[src/hdl/qafrp_pkg.sv]
// Shared types and constants for the ACK frame range parser.
// Holds the item and result structs, the parse phase codes and the status codes.
// No dependencies; every other file imports this package.
`default_nettype none

package qafrp_pkg;

    // Stream widths on the top-level ports.
    localparam int S_TDATA_W = 8;
    localparam int S_TUSER_W = 2;
    localparam int M_TDATA_W = 192;
    localparam int M_TUSER_W = 5;

    // Parse phases. The phase code of a field doubles as its truncation status.
    localparam logic [2:0] PH_TYPE    = 3'd0;
    localparam logic [2:0] PH_LARGEST = 3'd1;
    localparam logic [2:0] PH_DELAY   = 3'd2;
    localparam logic [2:0] PH_COUNT   = 3'd3;
    localparam logic [2:0] PH_FIRST   = 3'd4;
    localparam logic [2:0] PH_GAP     = 3'd5;
    localparam logic [2:0] PH_RANGE   = 3'd6;

    // Result status codes.
    localparam logic [2:0] ST_OK            = 3'd0;
    localparam logic [2:0] ST_TRUNC_LARGEST = 3'd1;
    localparam logic [2:0] ST_TRUNC_DELAY   = 3'd2;
    localparam logic [2:0] ST_TRUNC_COUNT   = 3'd3;
    localparam logic [2:0] ST_TRUNC_FIRST   = 3'd4;
    localparam logic [2:0] ST_TRUNC_GAP     = 3'd5;
    localparam logic [2:0] ST_TRUNC_RANGE   = 3'd6;

    // One input byte with its side information.
    typedef struct packed {
        logic [7:0] data_byte;
        logic       buffer_end;
        logic [1:0] number_space;
    } in_item_t;

    // One acknowledged range or status word.
    typedef struct packed {
        logic [63:0] range_high;
        logic [63:0] range_low;
        logic [61:0] delay_field;
        logic [1:0]  space_echo;
        logic        last_range;
        logic [2:0]  status;
    } result_t;

    // Parser output toward the result register.
    typedef struct packed {
        logic    emit;
        result_t result;
    } parse_out_t;

endpackage

`default_nettype wire

[src/hdl/qafrp_in_stage.sv]
// Input register of the range parser: holds one accepted byte until the parser consumes it.
// Depends on qafrp_pkg for the input item type.
`default_nettype none

module qafrp_in_stage (
    input  wire logic               clk,
    input  wire logic               rst_n,
    input  wire logic               s_valid,
    output logic                    s_ready,
    input  wire qafrp_pkg::in_item_t s_item,
    input  wire logic               advance,
    output logic                    item_valid,
    output qafrp_pkg::in_item_t     item
);
    import qafrp_pkg::*;

    logic     valid_reg;
    logic     valid_next;
    in_item_t item_reg;
    logic     take;

    // The register frees up in the same cycle that the parser consumes its word.
    assign s_ready = !valid_reg || advance;
    assign take    = s_valid && s_ready;

    always_comb
    begin
        if (take)
        begin
            valid_next = 1'b1;
        end
        else if (advance)
        begin
            valid_next = 1'b0;
        end
        else
        begin
            valid_next = valid_reg;
        end
    end

    always_ff @(posedge clk or negedge rst_n)
    begin
        if (!rst_n)
        begin
            valid_reg <= 1'b0;
        end
        else
        begin
            valid_reg <= valid_next;
        end
    end

    // Payload needs no reset.
    always_ff @(posedge clk)
    begin
        if (take)
        begin
            item_reg <= s_item;
        end
    end

    assign item_valid = valid_reg;
    assign item       = item_reg;

endmodule

`default_nettype wire

[src/hdl/qafrp_parser.sv]
// Frame parser of the range parser: phase state, varint assembly and range arithmetic.
// Consumes one byte per cycle when go is high; depends on qafrp_pkg.
`default_nettype none

module qafrp_parser (
    input  wire logic                clk,
    input  wire logic                rst_n,
    input  wire logic                go,
    input  wire qafrp_pkg::in_item_t item,
    output qafrp_pkg::parse_out_t    pout
);
    import qafrp_pkg::*;

    logic [2:0]  phase_reg,     phase_next;
    logic [61:0] accum_reg,     accum_next;
    logic [2:0]  left_reg,      left_next;
    logic [61:0] delay_reg,     delay_next;
    logic [61:0] count_reg,     count_next;
    logic [63:0] prev_low_reg,  prev_low_next;
    logic [63:0] next_high_reg, next_high_next;

    logic [61:0] acc;
    logic [2:0]  left_new;
    logic [61:0] count_dec;
    logic [63:0] hi;
    logic [63:0] lo;
    logic [63:0] v64;
    logic        have_range;
    logic [2:0]  phase_done;

    // Assemble the next varint byte: a first byte carries the length code.
    always_comb
    begin
        if (left_reg == 3'd0)
        begin
            acc = {56'd0, item.data_byte[5:0]};
            case (item.data_byte[7:6])
                2'd0:    left_new = 3'd0;
                2'd1:    left_new = 3'd1;
                2'd2:    left_new = 3'd3;
                default: left_new = 3'd7;
            endcase
        end
        else
        begin
            acc      = {accum_reg[53:0], item.data_byte};
            left_new = left_reg - 3'd1;
        end
    end

    assign v64       = {2'b00, acc};
    assign count_dec = count_reg - 62'd1;
    assign lo        = next_high_reg - v64;

    // Next state and result for the byte in the input register.
    always_comb
    begin
        phase_next     = phase_reg;
        accum_next     = accum_reg;
        left_next      = left_reg;
        delay_next     = delay_reg;
        count_next     = count_reg;
        prev_low_next  = prev_low_reg;
        next_high_next = next_high_reg;
        hi             = 64'd0;
        have_range     = 1'b0;
        phase_done     = phase_reg;

        pout                   = '0;
        pout.result.space_echo = item.number_space;

        if (phase_reg == PH_TYPE || phase_reg > PH_RANGE)
        begin
            // Type byte: start a fresh frame.
            accum_next     = '0;
            left_next      = '0;
            delay_next     = '0;
            count_next     = '0;
            prev_low_next  = '0;
            next_high_next = '0;
            if (item.buffer_end)
            begin
                phase_next             = PH_TYPE;
                pout.emit              = 1'b1;
                pout.result.last_range = 1'b1;
                pout.result.status     = ST_TRUNC_LARGEST;
            end
            else
            begin
                phase_next = PH_LARGEST;
            end
        end
        else
        begin
            accum_next = acc;
            left_next  = left_new;
            if (left_new != 3'd0)
            begin
                // Field still incomplete.
                if (item.buffer_end)
                begin
                    phase_next              = PH_TYPE;
                    left_next               = 3'd0;
                    pout.emit               = 1'b1;
                    pout.result.delay_field = delay_reg;
                    pout.result.last_range  = 1'b1;
                    pout.result.status      = phase_reg;
                end
            end
            else
            begin
                // Field complete: act on its value.
                case (phase_reg)
                    PH_LARGEST:
                    begin
                        next_high_next = v64;
                        phase_done     = PH_DELAY;
                    end
                    PH_DELAY:
                    begin
                        delay_next = acc;
                        phase_done = PH_COUNT;
                    end
                    PH_COUNT:
                    begin
                        count_next = acc;
                        phase_done = PH_FIRST;
                    end
                    PH_FIRST:
                    begin
                        hi            = next_high_reg;
                        prev_low_next = lo;
                        have_range    = 1'b1;
                        phase_done    = (count_reg == 62'd0) ? PH_TYPE : PH_GAP;
                    end
                    PH_GAP:
                    begin
                        // Precompute the next range's high end from the gap.
                        next_high_next = prev_low_reg - v64 - 64'd2;
                        phase_done     = PH_RANGE;
                    end
                    default:
                    begin
                        hi            = next_high_reg;
                        prev_low_next = lo;
                        count_next    = count_dec;
                        have_range    = 1'b1;
                        phase_done    = (count_dec == 62'd0) ? PH_TYPE : PH_GAP;
                    end
                endcase

                phase_next              = item.buffer_end ? PH_TYPE : phase_done;
                pout.result.delay_field = delay_next;
                pout.result.range_high  = have_range ? hi : 64'd0;
                pout.result.range_low   = have_range ? lo : 64'd0;

                if (item.buffer_end && phase_done != PH_TYPE)
                begin
                    // Buffer ran out between fields: name the field that was due.
                    pout.emit              = 1'b1;
                    pout.result.last_range = 1'b1;
                    pout.result.status     = phase_done;
                end
                else if (have_range)
                begin
                    pout.emit              = 1'b1;
                    pout.result.last_range = (phase_done == PH_TYPE);
                    pout.result.status     = ST_OK;
                end
            end
        end
    end

    always_ff @(posedge clk or negedge rst_n)
    begin
        if (!rst_n)
        begin
            phase_reg     <= PH_TYPE;
            accum_reg     <= '0;
            left_reg      <= '0;
            delay_reg     <= '0;
            count_reg     <= '0;
            prev_low_reg  <= '0;
            next_high_reg <= '0;
        end
        else if (go)
        begin
            phase_reg     <= phase_next;
            accum_reg     <= accum_next;
            left_reg      <= left_next;
            delay_reg     <= delay_next;
            count_reg     <= count_next;
            prev_low_reg  <= prev_low_next;
            next_high_reg <= next_high_next;
        end
    end

endmodule

`default_nettype wire

[src/hdl/qafrp_out_stage.sv]
// Result register of the range parser: holds one result word until the sink takes it.
// Depends on qafrp_pkg for the result type.
`default_nettype none

module qafrp_out_stage (
    input  wire logic              clk,
    input  wire logic              rst_n,
    input  wire logic              load,
    input  wire qafrp_pkg::result_t result_in,
    output logic                   free,
    output logic                   m_valid,
    input  wire logic              m_ready,
    output qafrp_pkg::result_t     result_out
);
    import qafrp_pkg::*;

    logic    valid_reg;
    logic    valid_next;
    result_t result_reg;

    // A new word may land in the same cycle the held one is taken.
    assign free = !valid_reg || m_ready;

    always_comb
    begin
        if (load)
        begin
            valid_next = 1'b1;
        end
        else if (m_ready)
        begin
            valid_next = 1'b0;
        end
        else
        begin
            valid_next = valid_reg;
        end
    end

    always_ff @(posedge clk or negedge rst_n)
    begin
        if (!rst_n)
        begin
            valid_reg <= 1'b0;
        end
        else
        begin
            valid_reg <= valid_next;
        end
    end

    always_ff @(posedge clk)
    begin
        if (load)
        begin
            result_reg <= result_in;
        end
    end

    assign m_valid    = valid_reg;
    assign result_out = result_reg;

endmodule

`default_nettype wire

[src/hdl/quic_ack_frame_range_parser_core.sv]
// Top level of the ACK frame range parser: input register, parser and result register.
// Depends on qafrp_pkg, qafrp_in_stage, qafrp_parser and qafrp_out_stage.
//
// The parser takes one byte of an ACK frame per clock while the result register can take
// a word, and then runs with no gaps; an accepted byte sits in the input register while
// the parser works on it, and its result word, if any, is loaded into the result register
// and shown on the master side from there. The only loop is the
// parser's state update, one short shift, add and compare per byte. The first byte of a
// frame is the type byte and is skipped; then the varint fields are read and each
// completed range field yields one word on the master side with the range's high and
// low packet numbers. tlast on the slave side marks the last byte in the buffer; tlast
// on the master side marks the final range of a frame or a truncation, and the status in
// tuser names the field that was cut short.
`default_nettype none

module quic_ack_frame_range_parser_core (
    input  wire logic                             clk,
    input  wire logic                             rst_n,
    input  wire logic                             s_tvalid,
    output logic                                  s_tready,
    // [7:0] data_byte
    input  wire logic [qafrp_pkg::S_TDATA_W-1:0]  s_tdata,
    // buffer_end
    input  wire logic                             s_tlast,
    // [1:0] number_space
    input  wire logic [qafrp_pkg::S_TUSER_W-1:0]  s_tuser,
    output logic                                  m_tvalid,
    input  wire logic                             m_tready,
    // [63:0] range_high, [127:64] range_low, [189:128] delay_field, [191:190] zero
    output logic [qafrp_pkg::M_TDATA_W-1:0]       m_tdata,
    // last_range
    output logic                                  m_tlast,
    // [1:0] space_echo, [4:2] status
    output logic [qafrp_pkg::M_TUSER_W-1:0]       m_tuser
);
    import qafrp_pkg::*;

    in_item_t   s_item;
    in_item_t   item;
    logic       item_valid;
    logic       out_free;
    logic       advance;
    parse_out_t pout;
    result_t    res;

    assign s_item.data_byte    = s_tdata;
    assign s_item.buffer_end   = s_tlast;
    assign s_item.number_space = s_tuser;

    // The parser moves whenever a byte is held and the result register can take a word.
    assign advance = item_valid && out_free;

    qafrp_in_stage u_in (
        .clk        (clk),
        .rst_n      (rst_n),
        .s_valid    (s_tvalid),
        .s_ready    (s_tready),
        .s_item     (s_item),
        .advance    (advance),
        .item_valid (item_valid),
        .item       (item)
    );

    qafrp_parser u_parser (
        .clk   (clk),
        .rst_n (rst_n),
        .go    (advance),
        .item  (item),
        .pout  (pout)
    );

    qafrp_out_stage u_out (
        .clk        (clk),
        .rst_n      (rst_n),
        .load       (advance && pout.emit),
        .result_in  (pout.result),
        .free       (out_free),
        .m_valid    (m_tvalid),
        .m_ready    (m_tready),
        .result_out (res)
    );

    // Pack the result word onto the master side.
    assign m_tdata = {2'b00, res.delay_field, res.range_low, res.range_high};
    assign m_tlast = res.last_range;
    assign m_tuser = {res.status, res.space_echo};

endmodule

`default_nettype wire

[config.mk]
export PLATFORM = sky130hd
export DESIGN_NAME = quic_ack_frame_range_parser_core
export DESIGN_NICKNAME = d
export VERILOG_FILES = /design/src/hdl/qafrp_pkg.sv /design/src/hdl/qafrp_in_stage.sv /design/src/hdl/qafrp_parser.sv /design/src/hdl/qafrp_out_stage.sv /design/src/hdl/quic_ack_frame_range_parser_core.sv
export SDC_FILE = /design/constraint.sdc
export NUM_CORES = 1
export LEC_CHECK = 0
export BUFFER_PORTS_ARGS = -buffer_cell sky130_fd_sc_hd__buf_2
export CORE_MARGIN = 3
export CORE_UTILIZATION = 60
export CTS_CLUSTER_DIAMETER = 200
export DETAILED_ROUTE_END_ITERATION = 10
export HOLD_SLACK_MARGIN = 0.08
export PLACE_DENSITY = 0.79
export SYNTH_ARGS = -nofsm -noshare
export SYNTH_HDL_FRONTEND = slang
export SYNTH_HIERARCHICAL = 1
export SYNTH_SLANG_ARGS = --single-unit
[constraint.sdc]
create_clock -name clk -period 10 [get_ports clk]
set_clock_uncertainty 0.1 [all_clocks]
set_input_delay 2 -clock clk [delete_from_list [all_inputs] [get_ports clk]]
set_output_delay 2 -clock clk [all_outputs]
set_load 0.05 [all_outputs]
# Yosys cells after proc, flatten, opt, wreduce, memory -nomap -nowiden
# Cells that the tools add are included.
[classes]
add_sub_neg = 5
multipliers = 0
div = 0
order_cmp = 1
n_eq_ne = 11
shifts = 0
mux = 49
bitwise = 1
n_reduce_logical = 29
[op_table]
columns = ["cell", "n"]
rows = [
  ["two-way mux 62 bit", 8],
  ["two-way mux 64 bit", 5],
  ["one-hot mux 64 bit (2 select lines)", 1],
  ["subtractor 64 x 62 -> 64 bit", 2],
  ["zero test 62 bit", 2],
  ["one-hot mux 62 bit (2 select lines)", 1],
  ["subtractor 64 x 2 -> 64 bit (second input constant)", 1],
  ["subtractor 62 x 1 -> 62 bit (second input constant)", 1],
  ["two-way mux 54 bit", 1],
  ["two-way mux 3 bit", 12],
  ["two-way mux 4 bit", 6],
  ["one-hot mux 3 bit (5 select lines)", 1],
  ["two-way mux 1 bit", 13],
  ["zero test 3 bit", 3],
  ["one-hot mux 3 bit (3 select lines)", 1],
  ["AND reduction 3 bit", 3],
  ["nonzero test 3 bit", 3],
  ["OR reduction 4 bit", 2],
  ["OR reduction 7 bit", 1],
  ["equality test 3 x 2 -> 1 bit (second input constant)", 2],
  ["equality test 3 bit (second input constant)", 2],
  ["!= test 2 x 1 -> 1 bit (second input constant)", 3],
  ["logical AND 1 bit", 4],
  ["AND reduction 2 bit", 2],
  ["other kinds (12)", 16],
]
[word_totals]
register_bits = 521
latch_bits = 0
ram_bits = 0
mem_bits_ro = 0
inputBits = 15
out_inout_bits = 200
word_cells = 114
n_memories = 0

# Logic depth before layout (Yosys ltp)
# Gate-level depths: netlist of run 1.
[depth]
word_depth = 13
depth_mapped = 22
ltp_nobuf = 19

# Hierarchy
# Netlist of run 1, hierarchy kept.
[by_module_without_submodules]
columns = ["mod", "instances", "cells_per_inst", "area_per_inst_um2", "seq_area_each_um2"]
rows = [
  ["qafrp_parser", 1, 3344, 24974.0, 7807.5],
  ["qafrp_out_stage", 1, 199, 5933.2, 5910.7],
  ["qafrp_in_stage", 1, 15, 384.1, 355.3],
  ["quic_ack_frame_range_parser_core", 1, 5, 31.3, 0.0],
]

# Worst setup path before layout of run 1
# Ideal clock, no wire load.
[synth_path]
path_kind = "flip-flop to flip-flop"
from = "register u_parser.count_reg[0]"
to = "register u_out.valid_reg (netlist: u_out/m_valid)"
setup_time_ps = 97
arrival_time_ps = 8718
t_required_ps = 9803
path_slack_ps = 1085
stages_incl_launch_ff = 18
n_path_buf = 2
period_less_slack_ps = 8915
path_cell_list = "dfrtp_1 inv_1 ha_1 or3b_4 or4_1 buf_2 or4_4 buf_6 or4_4 nor2_4 xnor2_1 and3_4 nand4_4 and2_1 o31ai_2 nand2_1 and3_1 nand2b_2"
[synth_lines]
columns = ["item", "line_no", "text"]
rows = [
  ["start, declared", "qafrp_parser.sv:18", "logic [61:0] count_reg, count_next;"],
  ["start signal, assigned", "qafrp_parser.sv:192", "count_reg <= count_next;"],
  ["end signal, assigned", "qafrp_out_stage.sv:48", "valid_reg <= valid_next;"],
  ["end, declared", "qafrp_out_stage.sv:17", "logic valid_reg;"],
]

# Worst setup path in the final report of run 1
[layout_path]
from = "register u_parser.left_reg[0]"
to = "register u_parser.next_high_reg[47]"
[layout_via]
elab_chain_cells = 7
elab_cells_between_ends = 12
classes_between = "add/sub (3); eq/ne (1); mux (5); reduce/logical (3)"
[layout_rtl]
columns = ["item", "line_no", "text"]
rows = [
  ["start, declared", "qafrp_parser.sv:16", "logic [2:0] left_reg, left_next;"],
  ["start signal, assigned", "qafrp_parser.sv:190", "left_reg <= left_next;"],
  ["zero test 3 bit", "qafrp_parser.sv:34", "if (left_reg == 3'd0)"],
  ["two-way mux 62 bit", "qafrp_parser.sv:34", ""],
  ["subtractor 64 x 62 -> 64 bit", "qafrp_parser.sv:139", "next_high_next = prev_low_reg - v64 - 64'd2;"],
  ["subtractor 64 x 2 -> 64 bit", "qafrp_parser.sv:139", ""],
  ["one-hot mux 64 bit (2 select lines)", "qafrp_parser.sv:113", "case (phase_reg)"],
  ["two-way mux 64 bit", "qafrp_parser.sv:97", "if (left_new != 3'd0)"],
  ["two-way mux 64 bit", "qafrp_parser.sv:72", "if (phase_reg == PH_TYPE || phase_reg > PH_RANGE)"],
  ["end signal, assigned", "qafrp_parser.sv:194", "next_high_reg <= next_high_next;"],
  ["end, declared", "qafrp_parser.sv:20", "logic [63:0] next_high_reg, next_high_next;"],
]
# Parallel ways exist; a longest one is shown, timed or not. The select of a mux whose other input is x is not followed.
# A chain may end at the register's enable or synchronous reset.

==> impl_metrics.sql, run 1 <==
INSERT INTO impl_metrics (metric_group, metric, value, unit) VALUES
('cts', 'cts.path.max_buffers', '3', ''),
('cts', 'tritoncts', 'yes', ''),
('routing', 'drt-total-wl', '93.4', 'mm'),
('yosys', 'post_synth_xor_area_fraction', '4.03', '%'),
('floorplan', 'io_pins', '215', ''),
('setup_path', 'worstPathRequired', '10340', 'ps'),
('routing', 'drc_errors', '0', ''),
('outcome', 'outcome', 'finished, final reports clean', ''),
('yosys', 'yosys.area_share.adder', '7.80', '%'),
('grt', 'grt_usage', '33.4', '%'),
('cts', 'cts.reportedPaths.clkPinSlew', '60', 'ps'),
('yosys', 'ys_types', '88', ''),
('yosys', 'synth_enable_flop_cells', '207', ''),
('routing', 'detailedRoute.firstPassIterationCount', '6', ''),
('grt', 'grt_start_max_net_pins', '89', ''),
('yosys', 'netlist_instances', '3563', ''),
('layout', 'layout.cell_area.non_filler', '34800', 'um^2'),
('grt', 'grt_antenna_before_repair', '0', ''),
('timing', 'period_needed', '6250', 'ps'),
('setup_path', 'r2r_setup_slack', '3750', 'ps'),
('yosys', 'average_instance_area_after_synthesis', '8.79', 'um^2'),
('layout', 'net_total_in_the_final_layout', '3877', ''),
('yosys', 'yosys.area_share.simple', '16.8', '%'),
('pwr', 'p_seq_share', '22.3', '%'),
('placed_design', 'placement.cell_area', '32800', 'um^2'),
('placed_design', 'gp_congestion', '0.988', ''),
('routing', 'antenna_violating_nets_post_route', '0', ''),
('timing', 'finalSetupTns', '0', 'ps'),
('floorplan', 'num_rows', '83', ''),
('floorplan', 'core_region_area', '51500', 'um^2'),
('cts', 'cts.sink_count', '521', ''),
('layout', 'drive_above_1_share', '10.3', '%'),
('pwr', 'switchingPower', '0.00651', 'W'),
('yosys', 'synth_top_area_share', '25.1', '%'),
('setup_path', 'crit_path_cell_trace', 'inv_1 -> ha_1 -> nand2_2 -> nand2_1 -> inv_1 -> ha_1 -> inv_1 -> ha_1 -> a21oi_1 -> o21ai_0 -> o21ai_0 -> a21oi_1 -> a21bo_2 -> a2111oi_0 -> nor2_1 -> a211oi_1 -> o31ai_1 -> xnor2_1 -> o221ai_1', ''),
('timing', 'setup-violations-final', '0', ''),
('floorplan', 'floorplan.initialDensity', '60.8', '%'),
('timing', 'hold_viol_final', '0', ''),
('timing', 'slew_of_the_pin_with_the_lowest_slew_margin', '1290', 'ps'),
('setup_path', 'worst_setup_endpoint', 'u_parser/next_high_reg[47]$_DFFE_PN0P_', ''),
('setup_path', 'crit-reg2reg-launch', 'u_parser/left_reg[0]$_DFFE_PN0P_', ''),
('floorplan', 'die_height', '234', 'um'),
('layout', 'commonest_non_fill_non_tap_cells_in_the_layout', 'sky130_fd_sc_hd__nand2_1 (470), sky130_fd_sc_hd__o21ai_0 (379), sky130_fd_sc_hd__inv_1 (343)', ''),
('setup_path', 'library_cell_contributing_the_largest_single_delay_on_the_critical_path', 'sky130_fd_sc_hd__a2111oi_0', ''),
('cts', 'clockRootBuffer', 'sky130_fd_sc_hd__clkbuf_16', ''),
('yosys', 'synth.area.mux_share', '0.0959', '%'),
('setup_path', 'critPathMaxFanout', '34', ''),
('yosys', 'synthesis.yosys.warnings', '6', ''),
('yosys', 'ys_top_cells_by_area', 'sky130_fd_sc_hd__dfrtp_1 (25%), sky130_fd_sc_hd__edfxtp_1 (20%), sky130_fd_sc_hd__ha_1 (7.7%)', ''),
('timing', 'achievable-frequency', '160', 'MHz'),
('cts', 'clkLatencyLatePin', '620', 'ps'),
('pwr', 'power.internal', '0.00670', 'W'),
('grt', 'wire_length_of_the_first_global_routing_pass', '145', 'mm'),
('yosys', 'yosysSeqAreaShare', '44.9', '%'),
('grt', 'grt.overflow.total', '0', ''),
('layout', 'number_of_flip_flops_in_the_largest_register', '196', ''),
('yosys', 'async_reset_ff_share', '60.3', '%'),
('grt', 'grt_pass1_vias', '26000', ''),
('routing', 'post_drt_via_cell_ratio', '6.32', ''),
('pwr', 'peakVddDrop', '199', 'uV'),
('pwr', 'share_comb_of_total_power', '60.4', '%'),
('cts', 'post_cts.repair.setup_buffers', '0', ''),
('yosys', 'combinational_family_with_the_most_area_after_synthesis', 'compound AO/OA/AOI/OAI gates', ''),
('hold_path', 'critical_hold_path_startpoint', 'u_in/item[1]$_DFFE_PP_', ''),
('pwr', 'pwr-share-clk', '17.3', '%'),
('cts', 'cts-buffers-inserted', '55', ''),
('timing', 'final_slew_violations', '0', ''),
('setup_path', 'critical_path.startpoint_type', 'flop', ''),
('layout', 'area.growth.synth_to_final', '11.1', '%'),
('placed_design', 'dp.final_hpwl', '64.8', 'mm'),
('cts', 'cts.repair.resized', '0', '');
[worst max-delay path, delay by kind of cell (launching register included)]
family	cells	cell delay (ps)
compound gates	9	3160
simple gates	3	1180
fa+ha+maj	3	810
flops	1	390
buf+inv	3	260
xor+xnor	1	160
[synthesized netlist by cell type, types with 17 or more instances]
cell type / number
sky130_fd_sc_hd__nand2_1: 473
sky130_fd_sc_hd__o21ai_0: 379
sky130_fd_sc_hd__inv_1: 343
sky130_fd_sc_hd__dfrtp_1: 314
sky130_fd_sc_hd__nor2_1: 268
sky130_fd_sc_hd__a21oi_1: 224
sky130_fd_sc_hd__edfxtp_1: 207
sky130_fd_sc_hd__ha_1: 192
sky130_fd_sc_hd__clkbuf_1: 181
sky130_fd_sc_hd__a21o_1: 97
sky130_fd_sc_hd__o22ai_1: 90
sky130_fd_sc_hd__xnor2_1: 84
sky130_fd_sc_hd__and2_1: 75
sky130_fd_sc_hd__nor3_1: 65
sky130_fd_sc_hd__xor2_1: 60
sky130_fd_sc_hd__nand3_1: 59
sky130_fd_sc_hd__nor4_1: 40
sky130_fd_sc_hd__a31oi_1: 28
sky130_fd_sc_hd__nand4_1: 28
sky130_fd_sc_hd__o21bai_1: 25
sky130_fd_sc_hd__or3_1: 24
sky130_fd_sc_hd__o221ai_1: 23
sky130_fd_sc_hd__and3_1: 20
sky130_fd_sc_hd__a22o_1: 18
sky130_fd_sc_hd__o31ai_1: 18
sky130_fd_sc_hd__o21a_1: 17
[worst min path at each step]
stage,endpoint,cells after the start,slack (ps)
2_1_floorplan,u_parser/prev_low_reg[55]$_DFFE_PN0P_,2,340
3_3_place_gp,u_out/result_out[5]$_DFFE_PP_,0,300
3_5_place_dp,u_out/result_out[5]$_DFFE_PP_,0,320
4_1_cts,u_out/result_out[5]$_DFFE_PP_,0,330
5_1_grt,u_out/result_out[5]$_DFFE_PP_,0,350
6_report,u_out/result_out[5]$_DFFE_PP_,0,330
[layer usage]
| layer | vias up | GRT usage [%] | wire, um |
|---|---|---|---|
| li1 | 12700 | - | - |
| met1 | 13300 | 47.4 | 39000 |
| met2 | 1510 | 51.5 | 41500 |
| met3 | 257 | 6.45 | 9430 |
| met4 | 0 | 12.1 | 3480 |
| met5 | - | 0 | 0 |
[power by group through the flow]
stage / Sequential [W] / Clock, W / Combinational, W
2_1_floorplan: 0.00329 / 0 / 0.00535
3_3_place_gp: 0.00297 / 0 / 0.00762
3_5_place_dp: 0.00298 / 0 / 0.00768
4_1_cts: 0.00294 / 0.00230 / 0.00775
5_1_grt: 0.00299 / 0.00239 / 0.00858
6_report: 0.00295 / 0.00228 / 0.00798
[final cells by class]
type	count	area, um^2	share of cell area [%]
diodes	2	5.00	0.0144
repair buffers	243	1300	3.75
inverters	344	1290	3.71
clock buffers	68	1520	4.36
clock inverters	35	483	1.39
multi-input cells	2503	15300	43.9
well taps	680	851	2.44
flip-flops and latches	521	14100	40.4
[cell families (layout without fill, tap and decap cells)]
logic type / Yosys count / after routing
other: 1 / 4
XOR/XNOR: 144 / 144
AO/OA/AOI/OAI: 1025 / 1025
buffers and inverters: 540 / 690
AND/OR/NAND/NOR: 1135 / 1135
flip-flops: 521 / 521
adder cells (fa/ha/maj): 194 / 194
multiplexers: 3 / 3
[through the flow]
| step | hold slack [ps] | setup slack (ps) | utilization [%] | instances | power, W |
|---|---|---|---|---|---|
| 2_1_floorplan | 343 | 1090 | - | 3564 | 0.00863 |
| 3_3_place_gp | 301 | 4130 | 63.7 | 4291 | 0.0106 |
| 3_5_place_dp | 320 | 3970 | 63.7 | 4291 | 0.0107 |
| 4_1_cts | 333 | 3960 | 67.6 | 4394 | 0.0130 |
| 5_1_grt | 347 | 3510 | 67.6 | 4394 | 0.0140 |
| 6_report | 329 | 3750 | 67.6 | 4396 | 0.0132 |
Note: power is estimated with default switching activity, not from simulation.
==> run 2, diff against run 1 <==
clock period = 6.3 ns   (was 10 ns; I/O delays follow)
==> impl_metrics.sql, run 2 (same netlist as run 1, synthesis figures left out) <==
INSERT INTO impl_metrics (metric_group, metric, value, unit) VALUES
('cts', 'cts.path.max_buffers', '3', ''),
('grt', 'grt.overflow.total', '0', ''),
('timing', 'relSlewSlack', '25.9', '%'),
('cts', 'post_cts.repair.setup_buffers', '0', ''),
('setup_path', 'worstSetupPathType', 'flop to flop', ''),
('hold_path', 'min_path_cells', '0', ''),
('grt', 'grt_start_max_net_pins', '110', ''),
('grt', 'grt_pass1_vias', '26300', ''),
('cts', 'cts-buffers-inserted', '55', ''),
('timing', 'min_period_over_period', '94.5', '%'),
('cts', 'clockRootBuffer', 'sky130_fd_sc_hd__clkbuf_16', ''),
('layout', 'area.growth.synth_to_final', '10.7', '%'),
('pwr', 'power.static_leakage', '16.2', 'nW'),
('layout', 'layout.cell_area.non_filler', '34700', 'um^2'),
('timing', 'hold_viol_final', '0', ''),
('setup_path', 'crit-reg2reg-launch', 'u_parser/left_reg[0]$_DFFE_PN0P_', ''),
('pwr', 'pwr_density_cell', '599', 'nW/um^2'),
('setup_path', 'worstPathRequired', '6660', 'ps'),
('placed_design', 'dp.final_hpwl', '65.8', 'mm'),
('cts', 'cts.sink_count', '521', ''),
('setup_path', 'critPathMaxFanout', '32', ''),
('cts', 'holdBufCountCts', '0', ''),
('routing', 'antenna_violating_nets_post_route', '0', ''),
('cts', 'cts.repair.resized', '0', ''),
('timing', 'setup-violations-final', '0', ''),
('floorplan', 'die_height', '234', 'um'),
('grt', 'grt_antenna_before_repair', '0', ''),
('cts', 'cts_htree_levels', '2', ''),
('job', 'timing.max_cap.violations', '0', ''),
('setup_path', 'reg2reg_depth', '20', ''),
('hold_path', 'critical_hold_path_startpoint', 'u_in/item[1]$_DFFE_PP_', ''),
('setup_path', 'arrival', '6310', 'ps'),
('cts', 'cts.reportedPaths.clkPinSlew', '60', 'ps'),
('layout', 'drive_above_1_share', '10.4', '%'),
('floorplan', 'floorplan.initialDensity', '60.8', '%'),
('floorplan', 'fp.dieW', '234', 'um'),
('timing', 'rsz0062_at_grt', 'no', ''),
('placed_design', 'place_ws', '507', 'ps'),
('setup_path', 'critical_path.startpoint_type', 'flop', ''),
('timing', 'slew_of_the_pin_with_the_lowest_slew_margin', '1110', 'ps'),
('routing', 'post_drt_via_cell_ratio', '6.27', ''),
('layout', 'commonest_non_fill_non_tap_cells_in_the_layout', 'sky130_fd_sc_hd__nand2_1 (470), sky130_fd_sc_hd__o21ai_0 (378), sky130_fd_sc_hd__inv_1 (343)', ''),
('pwr', 'peakVddDrop', '328', 'uV'),
('cts', 'tritoncts', 'yes', ''),
('hold_path', 'holdPathEnd', 'u_out/result_out[5]$_DFFE_PP_', ''),
('cts', 'clkLatencyLatePin', '620', 'ps'),
('timing', 'period_needed', '5960', 'ps'),
('placed_design', 'placement.cell_area', '33000', 'um^2'),
('setup_path', 'r2r_setup_slack', '340', 'ps'),
('routing', 'route.vias.total', '27600', ''),
('timing', 'finalSetupTns', '0', 'ps'),
('layout', 'antenna_cells_inserted', '0', ''),
('routing', 'drc_errors', '0', ''),
('layout', 'net_total_in_the_final_layout', '3891', ''),
('routing', 'avgRoutedWirePerCell', '21.4', 'um'),
('layout', 'layout.core_utilization', '67.3', '%'),
('hold_path', 'min-delay-path-class', 'flop to flop', ''),
('routing', 'detailedRoute.firstIterationViolations', '3361', ''),
('outcome', 'outcome', 'finished, final reports clean', ''),
('setup_path', 'worst_setup_path_end_kind', 'flop', ''),
('layout', 'layout.cells.most_common', 'sky130_fd_sc_hd__nand2_1', ''),
('timing', 'final_slew_violations', '0', ''),
('placed_design', 'gp_congestion', '0.987', ''),
('routing', 'drt-total-wl', '94.5', 'mm'),
('setup_path', 'regToRegEndpoint', 'u_parser/next_high_reg[61]$_DFFE_PN0P_', ''),
('timing', 'crit_path_setup_slack_layout', '345', 'ps'),
('routing', 'detailedRoute.firstPassIterationCount', '6', ''),
('floorplan', 'io_pins', '215', ''),
('timing', 'final_hold_slack', '319', 'ps'),
('floorplan', 'core_region_area', '51500', 'um^2'),
('layout', 'number_of_flip_flops_in_the_largest_register', '196', ''),
('grt', 'grt_usage', '34.0', '%'),
('floorplan', 'num_rows', '83', ''),
('grt', 'wire_length_of_the_first_global_routing_pass', '147', 'mm'),
('placed_design', 'port-buffer-count', '212', ''),
('timing', 'achievable-frequency', '168', 'MHz'),
('floorplan', 'fp.dieArea', '55000', 'um^2');
run 2: cell count changes in the layout (fill, tap and decap cells not counted), moves of 2 or more:
cell                         previous run  this run
sky130_fd_sc_hd__diode_2                2         0
sky130_fd_sc_hd__clkbuf_1               7        13
sky130_fd_sc_hd__buf_12                 0         4
sky130_fd_sc_hd__clkinvlp_4             3         1
sky130_fd_sc_hd__clkinv_2              12        16
sky130_fd_sc_hd__clkinv_1               6        11
sky130_fd_sc_hd__inv_4                  2         0
sky130_fd_sc_hd__buf_4                 31        41
sky130_fd_sc_hd__bufinv_16             12         3
run 2: stage by stage:
stage / cells / power [W]
final: 4408 / 0.0208
after global routing: 4408 / 0.0220
after CTS: 4408 / 0.0204
after detailed placement: 4305 / 0.0171
after global placement: 4305 / 0.0170
after floorplan: 3564 / 0.0137
run 2: per-layer routing:
metal	up-vias	GRT usage, %	part of all wire, %
met2	1455	51.5	44
met5	-	0	0
li1	12700	-	-
met4	0	12.5	3.8
met1	13200	48.1	42
met3	249	7.71	10
run 2: cell type report:
| class | instances | area (um^2) |
|---|---|---|
| clock buffer | 72 | 1500 |
| fill | 4186 | 16800 |
| tap | 680 | 851 |
| timing repair buffer | 257 | 1460 |
| clock inverter | 31 | 224 |
| sequential | 521 | 14100 |
| inverter | 344 | 1290 |
| multi-input combinational | 2503 | 15300 |
run 2: power breakdown:
group	internal [W]	switching, W	leakage (nW)
Clock	0.00179	0.00137	0.857
Combinational	0.00439	0.00853	9.04
Sequential	0.00421	0.000478	6.30
Total	0.0104	0.0104	16.2
run 2: worst max-delay path, cell delays in order, from the launching register on:
cell,delay (ps)
sky130_fd_sc_hd__dfrtp_1,390
sky130_fd_sc_hd__inv_1,100
sky130_fd_sc_hd__ha_1,210
sky130_fd_sc_hd__nand2_2,460
sky130_fd_sc_hd__nand2_1,410
sky130_fd_sc_hd__inv_1,120
sky130_fd_sc_hd__ha_1,280
sky130_fd_sc_hd__inv_1,40
sky130_fd_sc_hd__ha_1,320
sky130_fd_sc_hd__a21oi_1,190
sky130_fd_sc_hd__o21ai_0,120
sky130_fd_sc_hd__o21ai_1,460
sky130_fd_sc_hd__a211oi_1,160
sky130_fd_sc_hd__buf_4,180
sky130_fd_sc_hd__o31ai_1,630
sky130_fd_sc_hd__a31oi_1,340
sky130_fd_sc_hd__nor2_1,250
sky130_fd_sc_hd__o21ai_0,260
sky130_fd_sc_hd__o31ai_1,380
sky130_fd_sc_hd__xor2_1,230
sky130_fd_sc_hd__o221ai_1,160
run 2: worst max-delay path by stage:
stage,end,startpoint
6_report,u_parser/next_high_reg[61]$_DFFE_PN0P_,u_parser/left_reg[0]$_DFFE_PN0P_
4_1_cts,u_parser/next_high_reg[61]$_DFFE_PN0P_,u_parser/left_reg[0]$_DFFE_PN0P_
3_3_place_gp,u_parser/next_high_reg[63]$_DFFE_PN0P_,u_parser/left_reg[0]$_DFFE_PN0P_
5_1_grt,u_out/result_out[123]$_DFFE_PP_,u_parser/left_reg[0]$_DFFE_PN0P_
2_1_floorplan,u_out/result_out[0]$_DFFE_PP_,u_parser/count_reg[0]$_DFFE_PN0P_
3_5_place_dp,u_parser/next_high_reg[63]$_DFFE_PN0P_,u_parser/left_reg[0]$_DFFE_PN0P_
